--- src/hw/rtl/kpd_pkg.sv ---
// Shared types, constants and the key map for the keypad scanner.
`timescale 1ns / 1ps

package kpd_pkg;

  localparam int unsigned CntW  = 16;  // settle counter width, 4..32
  localparam int unsigned LimW  = 16;  // debounce limit register width
  localparam int unsigned CmpW  = (CntW > LimW) ? CntW : LimW;
  localparam int unsigned RowsW = 4;
  localparam int unsigned ColsW = 3;
  localparam int unsigned CodeW = 4;

  localparam logic [LimW-1:0] LimReset = LimW'(1000);
  localparam logic [CntW-1:0] CntMax   = {CntW{1'b1}};

  typedef enum logic [1:0] {
    PH_SCAN   = 2'd0,
    PH_SETTLE = 2'd1,
    PH_HOLD   = 2'd2
  } phase_e;

  typedef enum logic [1:0] {
    COL_ONE   = 2'd0,
    COL_TWO   = 2'd1,
    COL_THREE = 2'd2
  } col_e;

  // Row-major key map; the last row carries 10, 0, 11.
  function automatic logic [CodeW-1:0] key_map(input logic [1:0] row, input col_e col);
    logic [CodeW-1:0] code;
    code = '0;
    unique case (row)
      2'd0: begin
        case (col)
          COL_TWO:   code = CodeW'(2);
          COL_THREE: code = CodeW'(3);
          default:   code = CodeW'(1);
        endcase
      end
      2'd1: begin
        case (col)
          COL_TWO:   code = CodeW'(5);
          COL_THREE: code = CodeW'(6);
          default:   code = CodeW'(4);
        endcase
      end
      2'd2: begin
        case (col)
          COL_TWO:   code = CodeW'(8);
          COL_THREE: code = CodeW'(9);
          default:   code = CodeW'(7);
        endcase
      end
      default: begin
        case (col)
          COL_TWO:   code = CodeW'(0);
          COL_THREE: code = CodeW'(11);
          default:   code = CodeW'(10);
        endcase
      end
    endcase
    return code;
  endfunction

endpackage

--- src/hw/rtl/keypad_scanner_debounce.sv ---
// 4x3 keypad scanner with debounce, one row sample per beat.
`timescale 1ns / 1ps

// Each input beat is one tick of sampled row lines; it yields one output beat in
// the next cycle, and a new beat is taken every cycle while the output is taken.
// Rows in a beat belong to the column shown on the previous output beat. The scan
// state, settle counter and latched code are updated at the input handshake and
// drive the output directly; only key_valid and the output valid are held in a
// stage of their own. The user must write the debounce limit through the config
// channel only while the block is idle; the block does not enforce this. A key
// latches once any row has stayed low for that many beats (0 acts as 1).
module keypad_scanner_debounce (
  input  logic                       clk_i,
  input  logic                       rst_ni,
  input  logic                       cfg_valid_i,
  output logic                       cfg_ready_o,
  input  logic [kpd_pkg::LimW-1:0]   cfg_data_i,
  input  logic                       in_valid_i,
  output logic                       in_ready_o,
  input  logic [kpd_pkg::RowsW-1:0]  rows_n_i,
  output logic                       out_valid_o,
  input  logic                       out_ready_i,
  output logic [kpd_pkg::ColsW-1:0]  cols_n_o,
  output logic                       key_valid_o,
  output logic [kpd_pkg::CodeW-1:0]  key_code_o,
  output logic [kpd_pkg::CodeW-1:0]  leds_n_o
);
  import kpd_pkg::*;

  logic [LimW-1:0]  limit_q;
  phase_e           phase_q, phase_d;
  col_e             col_q, col_d;
  logic [CntW-1:0]  cnt_q, cnt_d;
  logic [1:0]       row_q, row_d;
  logic [CodeW-1:0] code_q, code_d;
  logic [CodeW-1:0] leds_q, leds_d;
  logic             kv_q, kv_d;
  logic             ovalid_q;

  logic             accept;
  logic             any_low;
  logic             held_up;
  logic [CntW-1:0]  cnt_inc;
  logic             hit;
  logic [1:0]       low_row;
  col_e             col_adv;

  assign cfg_ready_o = 1'b1;
  assign in_ready_o  = !ovalid_q || out_ready_i;
  assign accept      = in_valid_i && in_ready_o;

  assign any_low = (rows_n_i != {RowsW{1'b1}});
  assign held_up = rows_n_i[row_q];

  always_comb begin
    cnt_inc = (phase_q == PH_SETTLE) ? cnt_q : '0;
    if (cnt_inc != CntMax) begin
      cnt_inc = cnt_inc + CntW'(1);
    end
  end

  assign hit = (CmpW'(cnt_inc) >= CmpW'(limit_q));

  always_comb begin
    if (!rows_n_i[0]) begin
      low_row = 2'd0;
    end else if (!rows_n_i[1]) begin
      low_row = 2'd1;
    end else if (!rows_n_i[2]) begin
      low_row = 2'd2;
    end else begin
      low_row = 2'd3;
    end
  end

  always_comb begin
    case (col_q)
      COL_TWO:   col_adv = COL_THREE;
      COL_THREE: col_adv = COL_ONE;
      default:   col_adv = COL_TWO;
    endcase
  end

  // Next phase
  always_comb begin
    phase_d = phase_q;
    if (accept) begin
      unique case (phase_q)
        PH_HOLD: begin
          if (held_up) phase_d = PH_SCAN;
        end
        default: begin
          if (!any_low) begin
            phase_d = PH_SCAN;
          end else if (hit) begin
            phase_d = PH_HOLD;
          end else begin
            phase_d = PH_SETTLE;
          end
        end
      endcase
    end
  end

  // Datapath updates
  always_comb begin
    col_d  = col_q;
    cnt_d  = cnt_q;
    row_d  = row_q;
    code_d = code_q;
    leds_d = leds_q;
    kv_d   = 1'b0;
    if (accept && phase_q != PH_HOLD) begin
      if (!any_low) begin
        cnt_d = '0;
        col_d = col_adv;
      end else if (hit) begin
        cnt_d  = '0;
        row_d  = low_row;
        code_d = key_map(low_row, col_q);
        leds_d = ~key_map(low_row, col_q);
        kv_d   = 1'b1;
      end else begin
        cnt_d = cnt_inc;
      end
    end
  end

  always_ff @(posedge clk_i or negedge rst_ni) begin
    if (!rst_ni) begin
      limit_q  <= LimReset;
      phase_q  <= PH_SCAN;
      col_q    <= COL_ONE;
      cnt_q    <= '0;
      row_q    <= 2'd0;
      code_q   <= '0;
      leds_q   <= {CodeW{1'b1}};
      kv_q     <= 1'b0;
      ovalid_q <= 1'b0;
    end else begin
      if (cfg_valid_i) begin
        limit_q <= cfg_data_i;
      end
      phase_q <= phase_d;
      col_q   <= col_d;
      cnt_q   <= cnt_d;
      row_q   <= row_d;
      code_q  <= code_d;
      leds_q  <= leds_d;
      if (accept) begin
        kv_q     <= kv_d;
        ovalid_q <= 1'b1;
      end else if (out_ready_i) begin
        ovalid_q <= 1'b0;
      end
    end
  end

  always_comb begin
    unique case (col_q)
      COL_TWO:   cols_n_o = 3'b101;
      COL_THREE: cols_n_o = 3'b011;
      default:   cols_n_o = 3'b110;
    endcase
  end

  assign out_valid_o = ovalid_q;
  assign key_valid_o = kv_q;
  assign key_code_o  = code_q;
  assign leds_n_o    = leds_q;

endmodule

--- config.mk ---
export PLATFORM = sky130hd
export DESIGN_NAME = keypad_scanner_debounce
export DESIGN_NICKNAME = d
export VERILOG_FILES = /design/src/hw/rtl/kpd_pkg.sv /design/src/hw/rtl/keypad_scanner_debounce.sv
export SDC_FILE = /design/constraint.sdc
export NUM_CORES = 1
export LEC_CHECK = 0
export BUFFER_PORTS_ARGS = -buffer_cell sky130_fd_sc_hd__buf_2
export CAP_MARGIN = 20
export CORE_ASPECT_RATIO = 1.5
export CORE_MARGIN = 3
export CORE_UTILIZATION = 58
export DETAILED_ROUTE_END_ITERATION = 10
export MAX_ROUTING_LAYER = met4
export PLACE_DENSITY = 0.83
export SLEW_MARGIN = 40
export SYNTH_ARGS = -nofsm -noshare
export SYNTH_HDL_FRONTEND = slang
export SYNTH_SLANG_ARGS = --single-unit
--- constraint.sdc ---
create_clock -name clk_i -period 5.9 [get_ports clk_i]
set_input_delay 0.295 -clock clk_i [delete_from_list [all_inputs] [get_ports clk_i]]
set_output_delay 0.295 -clock clk_i [all_outputs]
set_load 0.01 [all_outputs]
# ---- Word level (Yosys, flattened, before mapping)
# Cells that the tools add are included.
dict set report classes {
  reduce_logical 9
  n_addsub 1
  order_cmp 2
  div 0
  eq_ne 10
  shift 0
  bitwise 2
  muxes 28
  mul 0
}
# cell n
set ops {}
lappend ops {{$mux 16} 4}
lappend ops {{$add 16x1->16 const B} 1}
lappend ops {{$ge 16x16->1} 1}
lappend ops {{$ne 16x16->1 const B} 1}
lappend ops {{$pmux 4 s2} 2}
lappend ops {{$mux 2} 6}
lappend ops {{$mux 4} 3}
lappend ops {{$pmux 2 s2} 3}
lappend ops {{$pmux 4 s3} 1}
lappend ops {{$mux 1} 7}
lappend ops {{$eq 2x1->1 const B} 3}
lappend ops {{$eq 2x2->1 const B} 3}
lappend ops {{$pmux 3 s2} 1}
lappend ops {{$ne 2x2->1 const B} 2}
lappend ops {{$ne 4x4->1 const B} 1}
lappend ops {{$not 4->4} 1}
lappend ops {{$reduce_and 2->1} 2}
lappend ops {{$lt 2x3->1 const B} 1}
lappend ops {{$reduce_and 3->1} 1}
lappend ops {{$bmux 1 s2} 1}
lappend ops {{$logic_and 1x1->1} 2}
lappend ops {{$logic_not 2->1} 1}
lappend ops {{$reduce_bool 2->1} 1}
lappend ops {{$logic_not 1->1} 1}
lappend ops {{2 further kinds} 2}
dict set report totals {
  romBits 0
  regBits 48
  latch_bits 0
  mem_bits_rw 0
  inputBits 25
  word_cells 61
  output_inout_bits 15
  n_memories 0
}

# ---- Depth between registers and ports, before layout
# Gate-level depths: netlist of run 1.
dict set report logic_depth {
  depth_word 9
  depth_mapped 20
}

# ---- Least setup slack after synthesis of run 1
# OpenSTA, ideal clock, no wires.
dict set report synth_path {
  kind {register -> register}
  start {register phase_q[0]}
  end {register code_q[0] (netlist: key_code_o[0])}
  path_buffers 4
  synth_period_minus_slack_ps 4307
  stages_incl_launch_ff 20
  setup_time_ps 77
  required_time_ps 5823
  setup_slack_ps 1593
  t_arrival_ps 4229
  path_cell_list {dfrtp_1 -> nor2b_1 -> clkbuf_1 -> buf_2 -> and2_1 -> ha_1 -> nand3_1 -> or3_1 -> or3_1 -> buf_6 -> and4_4 -> xnor2_1 -> ha_1 -> nand2_1 -> nor3_1 -> nand4b_1 -> a31oi_1 -> clkbuf_1 -> nor2_1 -> a21oi_1}
}
dict set report synth_between {
  elab_chain_cells 6
  elab_cells_between_ends 9
  classes_between {add/sub (1); order compare (1); eq/ne (3); mux (2); reduce/logical (2)}
}
# item line
set synth_rtl {}
lappend synth_rtl {{start, declared} keypad_scanner_debounce.sv:31} ;# phase_e phase_q, phase_d;
lappend synth_rtl {{start signal, assigned} keypad_scanner_debounce.sv:144} ;# phase_q <= phase_d;
lappend synth_rtl {{$eq 2x1->1} keypad_scanner_debounce.sv:56} ;# cnt_inc = (phase_q == PH_SETTLE) ? cnt_q : '0;
lappend synth_rtl {{$mux 16} keypad_scanner_debounce.sv:56}
lappend synth_rtl {{$add 16x1->16 or $ne 16x16->1 (tied branches)} {keypad_scanner_debounce.sv:58, keypad_scanner_debounce.sv:57}}
lappend synth_rtl {{$mux 16} keypad_scanner_debounce.sv:57} ;# if (cnt_inc != CntMax) begin
lappend synth_rtl {{$ge 16x16->1} keypad_scanner_debounce.sv:62} ;# assign hit = (CmpW'(cnt_inc) >= CmpW'(limit_q));
lappend synth_rtl {{$reduce_and 3->1 (no source line) (*)} --}
lappend synth_rtl {{end signal, assigned} keypad_scanner_debounce.sv:148} ;# code_q <= code_d;
lappend synth_rtl {{end, declared} keypad_scanner_debounce.sv:35} ;# logic [CodeW-1:0] code_q, code_d;
# Every way passes the cells marked *; elsewhere a longest branch is shown, timed or not.
# A chain may end at the register's enable or synchronous reset.

# ---- Final worst setup path of run 1
dict set report layout_path {
  start {register phase_q[0]}
  end {register cnt_q[1]}
}
dict set report layout_between {
  elab_chain_cells 7
  elab_cells_between_ends 10
  classes_between {add/sub (1); order compare (1); eq/ne (3); mux (4); reduce/logical (1)}
}
# item line
set layout_rtl {}
lappend layout_rtl {{$eq 2x1->1} keypad_scanner_debounce.sv:56}
lappend layout_rtl {{$mux 16} keypad_scanner_debounce.sv:56}
lappend layout_rtl {{$add 16x1->16 or $ne 16x16->1 (tied branches)} {keypad_scanner_debounce.sv:58, keypad_scanner_debounce.sv:57}}
lappend layout_rtl {{$mux 16} keypad_scanner_debounce.sv:57}
lappend layout_rtl {{$ge 16x16->1} keypad_scanner_debounce.sv:62}
lappend layout_rtl {{$mux 16} keypad_scanner_debounce.sv:117} ;# end else if (hit) begin
lappend layout_rtl {{$mux 16} keypad_scanner_debounce.sv:114} ;# if (!any_low) begin
lappend layout_rtl {{end signal, assigned} keypad_scanner_debounce.sv:146} ;# cnt_q <= cnt_d;
lappend layout_rtl {{end, declared} keypad_scanner_debounce.sv:33} ;# logic [CntW-1:0] cnt_q, cnt_d;
# Several ways; a longest one is shown, not always the timed one.

==> results of run 1 <==
layout by cell type (no fill, tap or decap), drive strengths merged, types with 3 or more instances in the layout:
cell type / n
nand2b: 5
o2111ai: 3
dfrtp: 38
mux2: 5
nand2: 51
or2: 4
xnor2: 4
nand4: 5
clkbuf: 6
o21a: 3
o211ai: 4
or3: 3
o21ai: 30
a21o: 3
nand3b: 3
nor2: 15
buf: 41
a22o: 6
ha: 20
nor3: 7
nand3: 9
xor2: 4
a21oi: 13
a22oi: 3
a31oi: 4
dfstp: 10
inv: 28
and2: 7
a32o: 3
worst max-delay path: cells and delay by family (launching register included):
family | cells | cell delay, ps
AO/OA/AOI/OAI | 2 | 470
XOR/XNOR | 1 | 120
adder cells (fa/ha/maj) | 2 | 520
buffers and inverters | 2 | 460
flip-flops | 1 | 500
AND/OR/NAND/NOR | 10 | 2260
sequential cells by signal (all words and copies together), names as in the netlist:
name,count
key_code_o,4
out_valid_o,1
key_valid_o,1
limit_q,16
row_q,2
cnt_q,16
leds_n_o,4
phase_q,2
col_q,2
cell families (layout without fill, tap and decap cells):
kind of cell	after synthesis	in the layout	synth area share [%]
compound gates	83	83	18.3
xor+xnor	8	8	2.39
fa+ha+maj	20	20	8.52
buf+inv	43	76	6.48
flops	48	48	41.3
mux	6	6	2.68
other cells	1	1	0.128
simple gates	118	118	20.2
routing by layer:
layer,vias to the layer above,global-route usage [%],wire (µm)
met2,82,39.5,3240
met4,0,11.5,333
met1,1153,25.9,2400
li1,1205,-,-
met5,-,-,0
met3,25,3.49,242
report_power, final:
part	total [µW]	switching, µW	internal, µW	leakage (µW)
clock network	186	106	80.8	0.0000410
registers	368	14.9	353	0.000595
logic	147	90.2	57.0	0.000918
total	702	211	491	0.00155
final timing paths:
check	to	slack [ps]	cells after the start
worst min register to register	key_valid_o	480	1
worst max-delay path	cnt_q[1]	1460	17
min in group clk_i	limit_q[12]	200	3
worst max register to register	cnt_q[1]	1460	17
worst min-delay path	limit_q[12]	-6	1
max in group asynchronous	key_valid_o	5510	1
per-stage QoR:
stage	instance area (µm²)	total power [µW]	instances	utilization, %	hold slack, ps
2_1_floorplan	2940	471	327	-	-0.591
3_3_place_gp	3150	515	419	64.9	466
3_5_place_dp	3150	523	419	65.0	341
4_1_cts	3230	708	426	66.6	16.9
5_1_grt	3230	745	426	66.6	36.4
6_report	3230	702	426	66.6	-6.42
final cells by class:
class                           count  area (µm²)  share of cell area [%]
Clock buffer                        6        72.6                    2.25
Clock inverter                      1        5.00                   0.155
Inverter                           28         105                    3.25
Multi-Input combinational cell    236        1540                    47.6
Sequential cell                    48        1210                    37.6
Tap cell                           66        82.6                    2.56
Timing Repair Buffer               41         215                    6.66
==> flow_summary.yaml, run 1 <==
global_route:
  antenna_found_initial: 0
  grt_pass1_vias: 2357
  grt_max_degree: 49
  grt-ovfl-total: 0
  grt_use_total_pct: 23.0
  grt_pass1_wl_mm: 10.6
logic_synthesis:
  synth_edf_count: 0
  synth_fp_nets: 372
  syn_avg_cell_area_um2: 8.98
  synthArstFlopShare_pct: 100
  synth_area_um2: 2940
  synth-seq-cells: 48
  ys.flop_type: "dfrtp_1"
  post-synth-top-area-cell: "dfrtp_1"
  ys_types: 51
  yosys-top-cells-count: "nand2_1 (51), dfrtp_1 (38), o21ai_0 (29)"
  synth_top_cells_by_area: "dfrtp_1 (32%), dfstp_2 (8.9%), ha_1 (8.5%), nand2_1 (6.5%), o21ai_0 (4.9%)"
  seq_area_frac_synth_pct: 41.3
  synth_top_cell_area_share_pct: 32.4
  netlist_instances: 327
  yosysMostFrequentCell: "nand2_1"
  yosys_warnings: 0
sta:
  fin_ws_ps: 1460
  holdWs_ps: -6.42
  tightest_slew_ps: 789
  skew_ps: 7.53
  rsz0062_at_grt: "false"
  post-route-period-util_pct: 75.2
  drv_slew: 0
  setup-violations-final: 0
  max_freq_ghz: 0.225
  slew_headroom_pct: 46.9
  hold_violations: 6
  setup-tns-final_ps: 0
  period_minus_slack_ps: 4440
route:
  routed_wl_mm: 6.22
  routed_via_density: 5.79
  drtAntennaViolNets: 0
  num_vias: 2465
  drcViolationCount: 0
  drt_first_pass_iters: 4
  drtIter0Drc: 151
  avgRoutedWirePerCell_um: 14.6
layout:
  fill_cells: 415
  drive_gt1_share_pct: 20.6
  syn2layout_area_growth_pct: 10.0
  diodes: 0
  nets: 405
setup_path:
  criticalPathCategory: "reg -> reg"
  worstPathArrival_ps: 4620
  critical_path_required_ps: 6090
  cp_slowest_cell: "dfrtp_1"
  path_cells: "nor2b_1 -> buf_4 -> and2_1 -> ha_1 -> nand3_1 -> or3_1 -> or3_1 -> and4_4 -> xnor2_1 -> ha_1 -> nand2_1 -> nor3_1 -> nand4b_1 -> and3_1 -> buf_4 -> a31o_2 -> a32o_1"
  setup.worst_path.start: "phase_q[0]"
  critPathMaxFanout: 21
  regToRegStartpoint: "phase_q[0]"
  end_kind: "register"
  slowest_delay_ps: 500
  start_kind: "register"
pwr:
  p_per_area_nw_per_um2: 217
  irDropWorstVdd_mv: 0.147
  power_leakage_uw: 0.00155
floorplan:
  design.die.area_um2: 5970
  rows: 31
  core_area_um2: 4850
  io_pins: 40
  initial_core_util_pct: 60.6
  die_width_um: 64.1
  die_h_um: 93.1
clock_network:
  htree_levels: 2
  insertion_delay_ps: 300
  cts_sinks: 48
  cts_tree: "done"
  cts_buffers: 5
  path_clk_slew_ps: 90
  clock_path_buffers: 2
  ctsResizeCount: 0
  cts_hold_buf: 0
  root_buffer: "clkbuf_8"
  postCtsSetupBuffers: 0
run_status:
  status: "finished with violations"
  violations: "negative hold slack"
placed_design:
  port_buffers: 38
  gp_congestion: 0.949
  hpwl_mm: 4.68
  dp_slack_ps: 1520
run:
  maxCapViolCount: 0
min_path:
  min_path_type: "in -> async"
No activity file was read; power rests on OpenSTA's default activity.
==> run 2, diff against run 1 <==
--- a/config.mk
+++ b/config.mk
@@ -9,10 +9,10 @@
 export CAP_MARGIN = 20
 export CORE_ASPECT_RATIO = 1.5
 export CORE_MARGIN = 3
-export CORE_UTILIZATION = 58
+export CORE_UTILIZATION = 52
 export DETAILED_ROUTE_END_ITERATION = 10
 export MAX_ROUTING_LAYER = met4
-export PLACE_DENSITY = 0.83
+export PLACE_DENSITY = 0.79
 export SLEW_MARGIN = 40
 export SYNTH_ARGS = -nofsm -noshare
 export SYNTH_HDL_FRONTEND = slang
==> constraint.sdc (replaced) <==
create_clock -name clk_i -period 4 [get_ports clk_i]
set_input_delay 0.2 -clock clk_i [delete_from_list [all_inputs] [get_ports clk_i]]
set_output_delay 0.2 -clock clk_i [all_outputs]
set_load 0.01 [all_outputs]
==> flow_summary.yaml, run 2 (same netlist as run 1, synthesis figures left out) <==
layout:
  final_common_cell: "nand2_1"
  stdcell_area_um2: 3420
  seq_area_um2: 1210
  fill_cells: 452
  syn2layout_area_growth_pct: 16.6
  fin_util_pct: 64.8
  drive_gt1_share_pct: 25.3
  reg_top3: "cnt_q (16), limit_q (16)"
  mostFrequentLayoutCells: "nand2_1 (51), dfrtp_1 (38), buf_2 (37)"
  nets: 420
  diodes: 0
  multi_input_area_um2: 1600
setup_path:
  critical_path_required_ps: 4230
  worstPathArrival_ps: 4070
  criticalPathCategory: "reg -> reg"
  start_kind: "register"
  end_kind: "register"
  critPathMaxFanout: 7
route:
  num_vias: 2468
  drcViolationCount: 0
  avgRoutedWirePerCell_um: 13.7
  drtAntennaViolNets: 0
  routed_wl_mm: 6.10
  drtIter0Drc: 102
  drt_first_pass_iters: 4
  routed_via_density: 5.56
clock_network:
  htree_levels: 2
  cts_buffers: 5
  clock_path_buffers: 2
  cts_sinks: 48
  path_clk_slew_ps: 80
  insertion_delay_ps: 300
  root_buffer: "clkbuf_8"
  cts_tree: "done"
sta:
  setup-tns-final_ps: 0
  slew_headroom_pct: 60.0
  max_freq_ghz: 0.261
  post-route-period-util_pct: 96.0
  hold_violations: 0
  skew_ps: 6.30
  period_minus_slack_ps: 3840
  drv_slew: 0
  setup-violations-final: 0
  tightest_slew_ps: 600
  holdWs_ps: 97.9
floorplan:
  die_width_um: 67.4
  initial_core_util_pct: 55.6
  rows: 32
  design.die.area_um2: 6600
  io_pins: 40
  core_area_um2: 5290
  die_h_um: 98.0
pwr:
  p_per_area_nw_per_um2: 314
  p_total_uw: 1080
  irDropWorstVdd_mv: 0.202
  power_leakage_uw: 0.00165
run:
  maxCapViolCount: 0
global_route:
  grt_pass1_vias: 2303
  antenna_found_initial: 0
  grt_use_total_pct: 20.3
  grt_pass1_wl_mm: 10.1
  grt_max_degree: 49
  grt-ovfl-total: 0
placed_design:
  port_buffers: 38
  gp_congestion: 0.862
  hpwl_mm: 4.67
  placedInstanceArea_um2: 3250
run_status:
  status: "completed"
min_path:
  min_path_type: "in -> reg"
[run 2: changes by cell type in the layout (fill, tap and decap cells not counted), sizes merged]
cell         before  now
clkinv            1    0
dlygate4sd3       0    1
buf              41   55
clkbuf            6    8
[run 2: final cells by class]
cell class,count,share of cell area [%]
Multi-Input combinational cell,236,46.8
Sequential cell,48,35.4
Timing Repair Buffer,56,9.86
Inverter,28,3.07
Tap cell,68,2.48
Clock buffer,8,2.34
[run 2: final timing paths]
path | start | end | slack (ps) | depth (start not counted)
max reg2reg | phase_q[1] | leds_n_o[0] | 160 | 16
max in group asynchronous | rst_ni | cnt_q[5] | 3150 | 2
max | phase_q[1] | leds_n_o[0] | 160 | 16
min | cfg_data_i[10] | limit_q[10] | 100 | 3
min in group asynchronous | rst_ni | limit_q[12] | 450 | 2
min reg2reg | key_valid_o | key_valid_o | 480 | 1
[run 2: power breakdown]
part	internal, µW	switching [µW]	total [µW]
sequential	521	19.1	540
combinational	110	148	257
clock	124	154	279
total	755	321	1080
[run 2: stage by stage]
| stage | std cells | setup slack, ps |
|---|---|---|
| after detailed placement | 431 | 55.5 |
| after global routing | 444 | -15.3 |
| after global placement | 431 | 28.0 |
| after floorplan | 327 | 40.0 |
| final | 444 | 161 |
| after CTS | 440 | 9.78 |
[run 2: what timing repair did]
action,in CTS,in global routing
setup endpoints to repair,0,29
endpoints found under the hold margin,38,0
hold buffers,1,0
buffers inserted,0,4
resized for setup,0,12
[run 2: metal layers]
metal	track usage, %	wire length (µm)
met1	23.0	2490
met2	35.2	3160
met5	-	0
met4	6.09	129
met3	3.80	318
[run 2: critical path, stage by stage, from the launching register on]
cell,delay (ps)
dfrtp_1,430
nand3b_1,230
inv_2,100
ha_1,160
nand3_1,120
or3_4,380
or3_4,340
and4_4,200
xnor2_1,150
ha_1,310
nand2_1,90
nor3_4,230
nand4b_1,130
buf_4,160
a31oi_4,290
buf_6,150
mux2_2,320
